[config.mk]
export PLATFORM = sky130hd
export DESIGN_NAME = sorted_priority_queue_flat
export DESIGN_NICKNAME = d
export VERILOG_FILES = /design/src/hw/rtl/spq_pkg.sv /design/src/hw/rtl/spq_if.sv /design/src/hw/rtl/spq_cell.sv /design/src/hw/rtl/sorted_priority_queue.sv /design/src/flat_wrapper.sv
export VERILOG_INCLUDE_DIRS = /design/src /design/src/hw/rtl
export SDC_FILE = /design/constraint.sdc
export NUM_CORES = 2
export LEC_CHECK = 0
export BUFFER_PORTS_ARGS = -buffer_cell sky130_fd_sc_hd__buf_2
export CAP_MARGIN = 20
export CORE_MARGIN = 5
export CORE_UTILIZATION = 45
export CTS_CLUSTER_SIZE = 24
export DETAILED_ROUTE_END_ITERATION = 7
export HOLD_SLACK_MARGIN = 0.12
export PLACE_DENSITY = 0.7
export SLEW_MARGIN = 10
export SYNTH_ARGS = -nofsm -noshare
export SYNTH_HDL_FRONTEND = slang
export SYNTH_HIERARCHICAL = 1
export SYNTH_SLANG_ARGS = --single-unit
[constraint.sdc]
create_clock -name i_clk -period 8.45 [get_ports i_clk]
set_input_delay 0.4225 -clock i_clk [delete_from_list [all_inputs] [get_ports i_clk]]
set_output_delay 0.4225 -clock i_clk [all_outputs]
set_load 0.02 [all_outputs]
[src/hw/rtl/sorted_priority_queue_defines.svh]
// ----------------------------------------------------------------------------
// sorted_priority_queue_defines.svh
// Assertion macros for the sorted priority queue. They compile to nothing
// when SYNTHESIS is defined.
// ----------------------------------------------------------------------------
`ifndef SORTED_PRIORITY_QUEUE_DEFINES_SVH
`define SORTED_PRIORITY_QUEUE_DEFINES_SVH

`ifndef SYNTHESIS

// Check a property on the rising clock edge, disabled while reset is low.
`define SPQ_ASSERT(label, clk, rst_n, prop) \
    label: assert property (@(posedge clk) disable iff (!(rst_n)) (prop)) \
        else $error("sorted_priority_queue: assertion failed");

// Check a property on the rising clock edge, also during reset.
`define SPQ_ASSERT_ALWAYS(label, clk, prop) \
    label: assert property (@(posedge clk) (prop)) \
        else $error("sorted_priority_queue: assertion failed");

`else

`define SPQ_ASSERT(label, clk, rst_n, prop)
`define SPQ_ASSERT_ALWAYS(label, clk, prop)

`endif

`endif

[src/hw/rtl/spq_pkg.sv]
// ----------------------------------------------------------------------------
// spq_pkg
// Types, codes and widths shared by the sorted priority queue files.
// ----------------------------------------------------------------------------
package spq_pkg;

    // Defaults for the top-level parameters.
    localparam int CAPACITY_DEF    = 16;
    localparam int VALUE_WIDTH_DEF = 32;

    // Fixed field widths of the channels.
    localparam int IN_VALUE_W  = 32;
    localparam int OUT_VALUE_W = 32;
    localparam int STATUS_W    = 2;
    localparam int COUNT_W     = 5;

    // Width of the extension word between channel and store values.
    localparam int WIDE_W = 64;

    typedef enum logic {
        OP_INSERT = 1'b0,
        OP_REMOVE = 1'b1
    } t_op;

    typedef enum logic [STATUS_W-1:0] {
        ST_OK    = 2'd0,
        ST_EMPTY = 2'd1,
        ST_FULL  = 2'd2
    } t_status;

    // Command broadcast from the controller to every cell.
    typedef struct packed {
        logic ins;
        logic rem;
    } t_cell_cmd;

endpackage

[src/hw/rtl/spq_if.sv]
// ----------------------------------------------------------------------------
// spq_in_if / spq_out_if
// Valid/ready channels for queue commands and their results.
// ----------------------------------------------------------------------------
interface spq_in_if;
    import spq_pkg::*;

    logic                         valid;
    logic                         ready;
    t_op                          op;
    logic signed [IN_VALUE_W-1:0] value_in;

    modport source (output valid, output op, output value_in, input ready);
    modport sink   (input valid, input op, input value_in, output ready);
endinterface

interface spq_out_if;
    import spq_pkg::*;

    logic                          valid;
    logic                          ready;
    logic signed [OUT_VALUE_W-1:0] value_out;
    t_status                       status;
    logic [COUNT_W-1:0]            count;
    logic                          empty_res;
    logic                          full_res;

    modport source (output valid, output value_out, output status, output count,
                    output empty_res, output full_res, input ready);
    modport sink   (input valid, input value_out, input status, input count,
                    input empty_res, input full_res, output ready);
endinterface

[src/hw/rtl/spq_cell.sv]
// ----------------------------------------------------------------------------
// spq_cell
// One slot of the sorted row: holds a value, shifts right on insert, left on
// remove.
// ----------------------------------------------------------------------------
module spq_cell #(
    parameter int VALUE_WIDTH = spq_pkg::VALUE_WIDTH_DEF
) (
    input  logic                   i_clk,
    input  spq_pkg::t_cell_cmd     i_cmd,
    input  logic                   i_occupied,
    input  logic [VALUE_WIDTH-1:0] i_new_value,
    input  logic                   i_left_keep,
    input  logic [VALUE_WIDTH-1:0] i_left_value,
    input  logic [VALUE_WIDTH-1:0] i_right_value,
    output logic                   o_keep,
    output logic [VALUE_WIDTH-1:0] o_value
);
    import spq_pkg::*;

    logic [VALUE_WIDTH-1:0] r_value;
    logic [VALUE_WIDTH-1:0] n_value;

    // Stay in place when holding a value at least as large as the new one.
    assign o_keep  = i_occupied && ($signed(r_value) >= $signed(i_new_value));
    assign o_value = r_value;

    always_comb begin
        priority if (i_cmd.ins && !o_keep) begin
            // First non-keeping slot takes the new value, the rest shift right.
            n_value = i_left_keep ? i_new_value : i_left_value;
        end else if (i_cmd.rem) begin
            n_value = i_right_value;
        end else begin
            n_value = r_value;
        end
    end

    always_ff @(posedge i_clk) begin
        r_value <= n_value;
    end

endmodule

[src/hw/rtl/sorted_priority_queue.sv]
// ----------------------------------------------------------------------------
// sorted_priority_queue: one transaction per cycle unless stalled; result in the next cycle.
// Every cell compares and shifts in the same cycle; the output register sets the latency.
// Synchronous active-low reset empties the queue and drops any pending result.
// ----------------------------------------------------------------------------
`include "sorted_priority_queue_defines.svh"

module sorted_priority_queue #(
    parameter int CAPACITY    = spq_pkg::CAPACITY_DEF,
    parameter int VALUE_WIDTH = spq_pkg::VALUE_WIDTH_DEF
) (
    input  logic            i_clk,
    input  logic            i_rst_n,
    spq_in_if.sink          i_in,
    spq_out_if.source       o_out
);
    import spq_pkg::*;

    localparam int CNT_W = $clog2(CAPACITY + 1);

    // ------------------------------------------------------------------
    // Control state: fill count and the registered result.
    // ------------------------------------------------------------------
    logic [CNT_W-1:0]       r_count;
    logic [CNT_W-1:0]       n_count;
    logic                   r_out_valid;
    logic [OUT_VALUE_W-1:0] r_value_out;
    t_status                r_status;
    logic [COUNT_W-1:0]     r_count_out;
    logic                   r_empty;
    logic                   r_full;

    logic                   w_accept;
    logic                   w_is_full;
    logic                   w_is_empty;
    t_cell_cmd              w_cmd;
    t_status                w_status;
    logic [WIDE_W-1:0]      w_in_wide;
    logic [VALUE_WIDTH-1:0] w_new_value;
    logic [WIDE_W-1:0]      w_head_wide;
    logic                   w_head_order_ok;

    logic [VALUE_WIDTH-1:0] w_value [CAPACITY];
    logic                   w_keep  [CAPACITY];

    // Take a new transaction whenever the result slot is free or drains now.
    assign i_in.ready = !r_out_valid || o_out.ready;
    assign w_accept   = i_in.valid && i_in.ready;

    assign w_is_full  = (r_count == CNT_W'(CAPACITY));
    assign w_is_empty = (r_count == '0);

    // Sign-extend the 32-bit input, then keep VALUE_WIDTH bits.
    assign w_in_wide   = WIDE_W'(i_in.value_in);
    assign w_new_value = w_in_wide[VALUE_WIDTH-1:0];

    // The head cell always holds the largest value; zero-extend for output.
    assign w_head_wide = WIDE_W'(w_value[0]);

    // Refused operations never reach the cells.
    assign w_cmd.ins = w_accept && (i_in.op == OP_INSERT) && !w_is_full;
    assign w_cmd.rem = w_accept && (i_in.op == OP_REMOVE) && !w_is_empty;

    always_comb begin
        n_count  = r_count;
        w_status = ST_OK;
        unique case (i_in.op)
            OP_INSERT: begin
                if (w_is_full) begin
                    w_status = ST_FULL;
                end else begin
                    n_count = r_count + CNT_W'(1);
                end
            end
            OP_REMOVE: begin
                if (w_is_empty) begin
                    w_status = ST_EMPTY;
                end else begin
                    n_count = r_count - CNT_W'(1);
                end
            end
            default: begin
                n_count  = r_count;
                w_status = ST_OK;
            end
        endcase
    end

    // ------------------------------------------------------------------
    // Row of cells. Cell 0 is the head; the boundary in front of it acts
    // as a keeping neighbor so an insert at the head takes the new value.
    // ------------------------------------------------------------------
    for (genvar gi = 0; gi < CAPACITY; gi++) begin : g_cell
        logic                   w_left_keep;
        logic [VALUE_WIDTH-1:0] w_left_value;
        logic [VALUE_WIDTH-1:0] w_right_value;

        if (gi == 0) begin : g_head
            assign w_left_keep  = 1'b1;
            assign w_left_value = w_new_value;
        end else begin : g_body
            assign w_left_keep  = w_keep[gi-1];
            assign w_left_value = w_value[gi-1];
        end

        if (gi == CAPACITY - 1) begin : g_tail
            assign w_right_value = w_value[gi];
        end else begin : g_mid
            assign w_right_value = w_value[gi+1];
        end

        spq_cell #(
            .VALUE_WIDTH (VALUE_WIDTH)
        ) u_cell (
            .i_clk         (i_clk),
            .i_cmd         (w_cmd),
            .i_occupied    (CNT_W'(gi) < r_count),
            .i_new_value   (w_new_value),
            .i_left_keep   (w_left_keep),
            .i_left_value  (w_left_value),
            .i_right_value (w_right_value),
            .o_keep        (w_keep[gi]),
            .o_value       (w_value[gi])
        );
    end

    // Hold count and result valid; advance on accept, drop valid once taken.
    always_ff @(posedge i_clk) begin
        if (!i_rst_n) begin
            r_count     <= '0;
            r_out_valid <= 1'b0;
        end else begin
            if (w_accept) begin
                r_count     <= n_count;
                r_out_valid <= 1'b1;
            end else if (o_out.ready) begin
                r_out_valid <= 1'b0;
            end
        end
    end

    // Result payload, captured with each accepted transaction.
    always_ff @(posedge i_clk) begin
        if (w_accept) begin
            r_value_out <= w_cmd.rem ? w_head_wide[OUT_VALUE_W-1:0] : '0;
            r_status    <= w_status;
            r_count_out <= COUNT_W'(n_count);
            r_empty     <= (n_count == '0);
            r_full      <= (n_count == CNT_W'(CAPACITY));
        end
    end

    assign o_out.valid     = r_out_valid;
    assign o_out.value_out = r_value_out;
    assign o_out.status    = r_status;
    assign o_out.count     = r_count_out;
    assign o_out.empty_res = r_empty;
    assign o_out.full_res  = r_full;

    // ------------------------------------------------------------------
    // Assertions
    // ------------------------------------------------------------------
    assign w_head_order_ok = ($signed(w_value[0]) >= $signed(w_value[1]));

    `SPQ_ASSERT_ALWAYS(a_reset_clears, i_clk, !i_rst_n |=> !r_out_valid)
    `SPQ_ASSERT(a_count_bound, i_clk, i_rst_n, r_count <= CNT_W'(CAPACITY))
    `SPQ_ASSERT(a_insert_grows, i_clk, i_rst_n, w_cmd.ins |=> r_count == $past(r_count) + CNT_W'(1))
    `SPQ_ASSERT(a_result_count, i_clk, i_rst_n, r_out_valid |-> r_count_out == COUNT_W'(r_count))
    `SPQ_ASSERT(a_head_sorted, i_clk, i_rst_n, (r_count >= CNT_W'(2)) |-> w_head_order_ok)

endmodule

[src/flat_wrapper.sv]
// flat-port wrapper written by rule: the top's interface ports become plain ports
module sorted_priority_queue_flat import spq_pkg::*;
#(
    parameter int CAPACITY    = spq_pkg::CAPACITY_DEF,
    parameter int VALUE_WIDTH = spq_pkg::VALUE_WIDTH_DEF
)
  (i_clk, i_rst_n, i_in_valid, i_in_op, i_in_value_in, i_in_ready, o_out_valid, o_out_value_out, o_out_status, o_out_count, o_out_empty_res, o_out_full_res, o_out_ready);
  spq_in_if i_in_i ();
  spq_out_if o_out_i ();
  input  logic i_clk;
  input  logic i_rst_n;
  input wire logic [$bits(i_in_i.valid)-1:0] i_in_valid;
  input wire logic [$bits(i_in_i.op)-1:0] i_in_op;
  input wire logic [$bits(i_in_i.value_in)-1:0] i_in_value_in;
  output wire logic [$bits(i_in_i.ready)-1:0] i_in_ready;
  output wire logic [$bits(o_out_i.valid)-1:0] o_out_valid;
  output wire logic [$bits(o_out_i.value_out)-1:0] o_out_value_out;
  output wire logic [$bits(o_out_i.status)-1:0] o_out_status;
  output wire logic [$bits(o_out_i.count)-1:0] o_out_count;
  output wire logic [$bits(o_out_i.empty_res)-1:0] o_out_empty_res;
  output wire logic [$bits(o_out_i.full_res)-1:0] o_out_full_res;
  input wire logic [$bits(o_out_i.ready)-1:0] o_out_ready;
  assign i_in_i.valid = i_in_valid;
  assign i_in_i.op = i_in_op;
  assign i_in_i.value_in = i_in_value_in;
  assign i_in_ready = i_in_i.ready;
  assign o_out_valid = o_out_i.valid;
  assign o_out_value_out = o_out_i.value_out;
  assign o_out_status = o_out_i.status;
  assign o_out_count = o_out_i.count;
  assign o_out_empty_res = o_out_i.empty_res;
  assign o_out_full_res = o_out_i.full_res;
  assign o_out_i.ready = o_out_ready;
  sorted_priority_queue #(.CAPACITY(CAPACITY), .VALUE_WIDTH(VALUE_WIDTH)) u_core (.i_clk(i_clk), .i_rst_n(i_rst_n), .i_in(i_in_i), .o_out(o_out_i));
endmodule
# Word-level counts from Yosys, hierarchy flattened
# Index checks and enable logic that the tools add are counted.
# W data, S select, Z words.
dict set report totals {
  reg_bits 559
  latch_bits 0
  ram_bits 0
  romBits 0
  input_bits 37
  out_inout_bits 43
  elab_cells 188
  mem_count 0
}
dict set report op_classes {
  n_addsub 2
  mul 0
  n_div 0
  n_lt_le_gt_ge 32
  n_eq_ne 2
  shifts 0
  mux 53
  bitwise 1
  reduce_logical 75
}
# operator n
set op_table {}
lappend op_table {{$mux W32} 45}
lappend op_table {{$ge A32 B32 Y1} 16}
lappend op_table {{$lt A4 B5 Y1 const A} 8}
lappend op_table {{$logic_and A1 B1 Y1} 37}
lappend op_table {{$reduce_bool A2 Y1} 16}
lappend op_table {{$lt A3 B5 Y1 const A} 4}
lappend op_table {{$logic_not A1 Y1} 19}
lappend op_table {{$eq A5 B5 Y1 const B} 2}
lappend op_table {{$logic_not A5 Y1} 2}
lappend op_table {{$lt A1 B5 Y1 const A} 2}
lappend op_table {{$lt A2 B5 Y1 const A} 2}
lappend op_table {{$mux W5} 2}
lappend op_table {{$pmux W5 S2} 1}
lappend op_table {{$add A5 B1 Y5 const B} 1}
lappend op_table {{$sub A5 B1 Y5 const B} 1}
lappend op_table {{$pmux W2 S2} 1}
lappend op_table {{$mux W1} 3}
lappend op_table {{$mux W2} 1}
lappend op_table {{$logic_or A1 B1 Y1} 1}
lappend op_table {{$not A1 Y1} 1}

# Depth between registers and ports, before layout
dict set report depth {
  word_depth 7
  ltp_mapped 13
  mapped_depth_nobuf 11
}

# Cells and area by module
# Netlist, hierarchy kept.
# module n_inst cells_each area_per_inst_um2 seq_area_each_um2
set modules_own_cells {}
lappend modules_own_cells {spq_cell 16 232 2768.9 960.9}
lappend modules_own_cells {sorted_priority_queue 1 189 2275.9 1351.3}

# Least setup slack after synthesis
# OpenSTA, ideal clock, no wires.
dict set report synth_path {
  kind {reg2reg}
  from {reg u_core.r_count[0]}
  to {reg u_core.g_cell[0].u_cell.r_value[0] (enable)}
  arrival_ns 6.035
  required_ns 8.056
  path_slack_ns 2.021
  stages_incl_launch_ff 12
  period_less_slack_ns 6.429
  cell_sequence {dfxtp_1 clkbuf_1 inv_1 ha_1 nand4bb_1 nand3_1 nor2_1 nand3_1 a2111oi_2 a221oi_4 buf_6 nand2b_1}
}
# element line_no
set synth_rtl {}
lappend synth_rtl {{start, declared} sorted_priority_queue.sv:24} ;# logic [CNT_W-1:0] r_count;
lappend synth_rtl {{start signal, assigned} sorted_priority_queue.sv:134} ;# r_count <= n_count;
lappend synth_rtl {{end signal, assigned} spq_cell.sv:40} ;# r_value <= n_value;
lappend synth_rtl {{end, declared} spq_cell.sv:21} ;# logic [VALUE_WIDTH-1:0] r_value;

==> results.json <==
{
  "clkTransAtPathRegs_ps": 60,
  "fin_skew_ps": 24.4,
  "syn-instance-count": 3896,
  "rows": 118,
  "finalNonFillerCells": 5399,
  "outcome": "finished, final reports clean",
  "vias": 29233,
  "wirelength_um": 101000,
  "track_usage_pct": 17.6,
  "die_area_um2": 110000,
  "grt_max_degree": 49,
  "antenna_cells": 0,
  "slew_headroom_pct": 28.3,
  "cts_tree": "built",
  "end_kind": "flop",
  "drc": 0,
  "postRouteAntennaNets": 0,
  "numCtsBuffers": 67,
  "min_period_over_period_pct": 60.6,
  "cts.path.max_buffers": 3,
  "syn-cell-area_um2": 46500,
  "tns_ps": 0,
  "gp_congestion": 0.816,
  "hp-class": "primary input to flop",
  "drv_slew": 0,
  "core_um2": 103000,
  "ir_worst_vdd_v": 0.000148,
  "power_leakage_nw": 22.4,
  "drt_iter0_markers": 1555,
  "startpoint_type": "flop",
  "antenna_found_initial": 0,
  "ios": 80,
  "setup-violations-final": 0,
  "final.setup.worst_slack_ps": 3330,
  "io_buffers": 79,
  "die_w_um": 332,
  "syn-num-nets": 4449,
  "overflow": 0,
  "syn_avg_cell_area_um2": 11.9,
  "nNetsFinal": 4522,
  "worstSkewPairLatency_ps": 630,
  "detailed_place_hpwl_um": 79400,
  "worstPathCellList": "inv_1, ha_1, nand4bb_1, nand3_1, nor2_4, buf_4, nand3_1, a2111oi_2, a221oi_4, buf_4, nand2b_1, buf_4",
  "fin_crit_ps": 5120,
  "avgViaCountPerCell": 5.41,
  "postCtsSetupRepairBufs": 0,
  "maxCapViolCount": 0,
  "p_per_area_nw_per_um2": 255,
  "rsz0062_at_grt": "no",
  "tightest_slew_ps": 1070,
  "grt_pass1_vias": 29430,
  "grt_pass1_wl_um": 160000,
  "cts-root-buf": "clkbuf_16",
  "htree_num_levels": 3,
  "dr.pass1.iters": 7,
  "critPathRequiredTime_ps": 8740,
  "critical_path.most_common_cell": "buf_4",
  "die-height_um": 332,
  "syn2layout_area_growth_pct": 8.09,
  "wl_per_cell_um": 18.7,
  "cts_num_sinks": 559,
  "max_freq_ghz": 0.195,
  "dpl_cell_area_um2": 48300,
  "dp_slack_ps": 3380,
  "final_cell_area_um2": 50300,
  "drive_gt1_share_pct": 33.2,
  "hold_viol_final": 0,
  "crit_type": "flop to flop",
  "arrival_ps": 5410,
  "dpl.cell_count": 5276,
  "yosysWarnings": 6,
  "p_total_mw": 12.9,
  "cp_slowest_cell": "nor2_4",
  "cp_max_fo": 33,
  "start_util_pct": 45.1,
  "cpPeakStageDelay_ps": 770
}
-- flip-flops by register name, summed over array words and instances, names as in the netlist --
| register | count |
|---|---|
| u_core/g_cell.u_cell/o_value | 512 |
| u_core/o_out.count | 5 |
| u_core/o_out.empty_res | 1 |
| u_core/o_out.full_res | 1 |
| u_core/o_out.status | 2 |
| u_core/o_out.valid | 1 |
| u_core/o_out.value_out | 32 |
| u_core/r_count | 5 |
-- path summary, 6_finish.rpt --
| check | startpoint | to | slack, ps | depth (start not counted) |
|---|---|---|---|---|
| min reg2reg | u_core/g_cell[6].u_cell/o_value[1] | u_core/g_cell[5].u_cell/o_value[1] | 600 | 1 |
| max reg2reg | u_core/r_count[1] | u_core/g_cell[6].u_cell/o_value[8] | 3330 | 12 |
| min | i_in_op | u_core/o_out.status[1] | 320 | 2 |
| max | u_core/r_count[1] | u_core/g_cell[6].u_cell/o_value[8] | 3330 | 12 |
-- placed cells by master, fill, tap and decap left out, types with 17 or more instances in the layout --
cell type / instances
a211oi_1: 18
a21oi_1: 259
a221oi_1: 17
and2_1: 33
and2b_1: 19
buf_2: 79
buf_4: 45
clkbuf_1: 17
clkbuf_16: 68
clkinv_1: 17
edfxtp_1: 553
ha_1: 516
inv_1: 584
mux2_2: 560
mux2_4: 464
nand2_1: 173
nand2b_1: 18
nand3_1: 86
nand4_1: 96
nor2_1: 22
nor3_1: 35
nor3b_2: 17
nor4_1: 18
o211ai_1: 18
o21a_1: 17
o21ai_0: 76
or3_1: 17
xnor2_1: 17
-- worst max-delay path: cells and delay by family (launching register included) --
kind	cells	cell delay, ps
flops	1	600
simple gates	5	1910
buf+inv	4	1430
fa+ha+maj	1	320
compound gates	2	480
-- metrics by stage --
stage          hold WS (ps)  utilization [%]
3_5_place_dp            589             46.8
6_report                321             48.8
5_1_grt                 324             48.8
2_1_floorplan           544                -
3_3_place_gp            590             46.8
4_1_cts                 281             48.7
-- where the power goes --
part           total (mW)  internal (mW)  switching [mW]  leakage [nW]
Sequential           4.68           4.11           0.567          5.33
Combinational        5.46           2.91            2.55          16.1
Clock                2.71           1.54            1.17         0.970
-- what timing repair did --
item / 4_1_cts / 5_1_grt
setup endpoints to repair: 0 / 0
hold endpoints to repair: 4 / 0
hold buffers: 3 / 0
resized for setup: 0 / 0
-- routing by layer --
metal / up-vias / share of wire (%) / wire (um) / GRT usage (%)
li1: 14501 / - / - / -
met1: 14052 / 47 / 48000 / 24.0
met2: 518 / 46 / 47000 / 29.4
met3: 162 / 3.3 / 3370 / 2.39
met4: 0 / 2.8 / 2860 / 5.09
met5: - / 0 / 0 / 0
-- final cells by class --
cell class,count,area [um2]
Clock buffer,85,1770
Clock inverter,34,234
Fill cell,9004,52900
Inverter,585,2200
Multi-Input combinational cell,2628,26900
Sequential cell,559,16700
Tap cell,1380,1730
Timing Repair Buffer,128,791
Note: power is estimated with default switching activity, not from simulation.
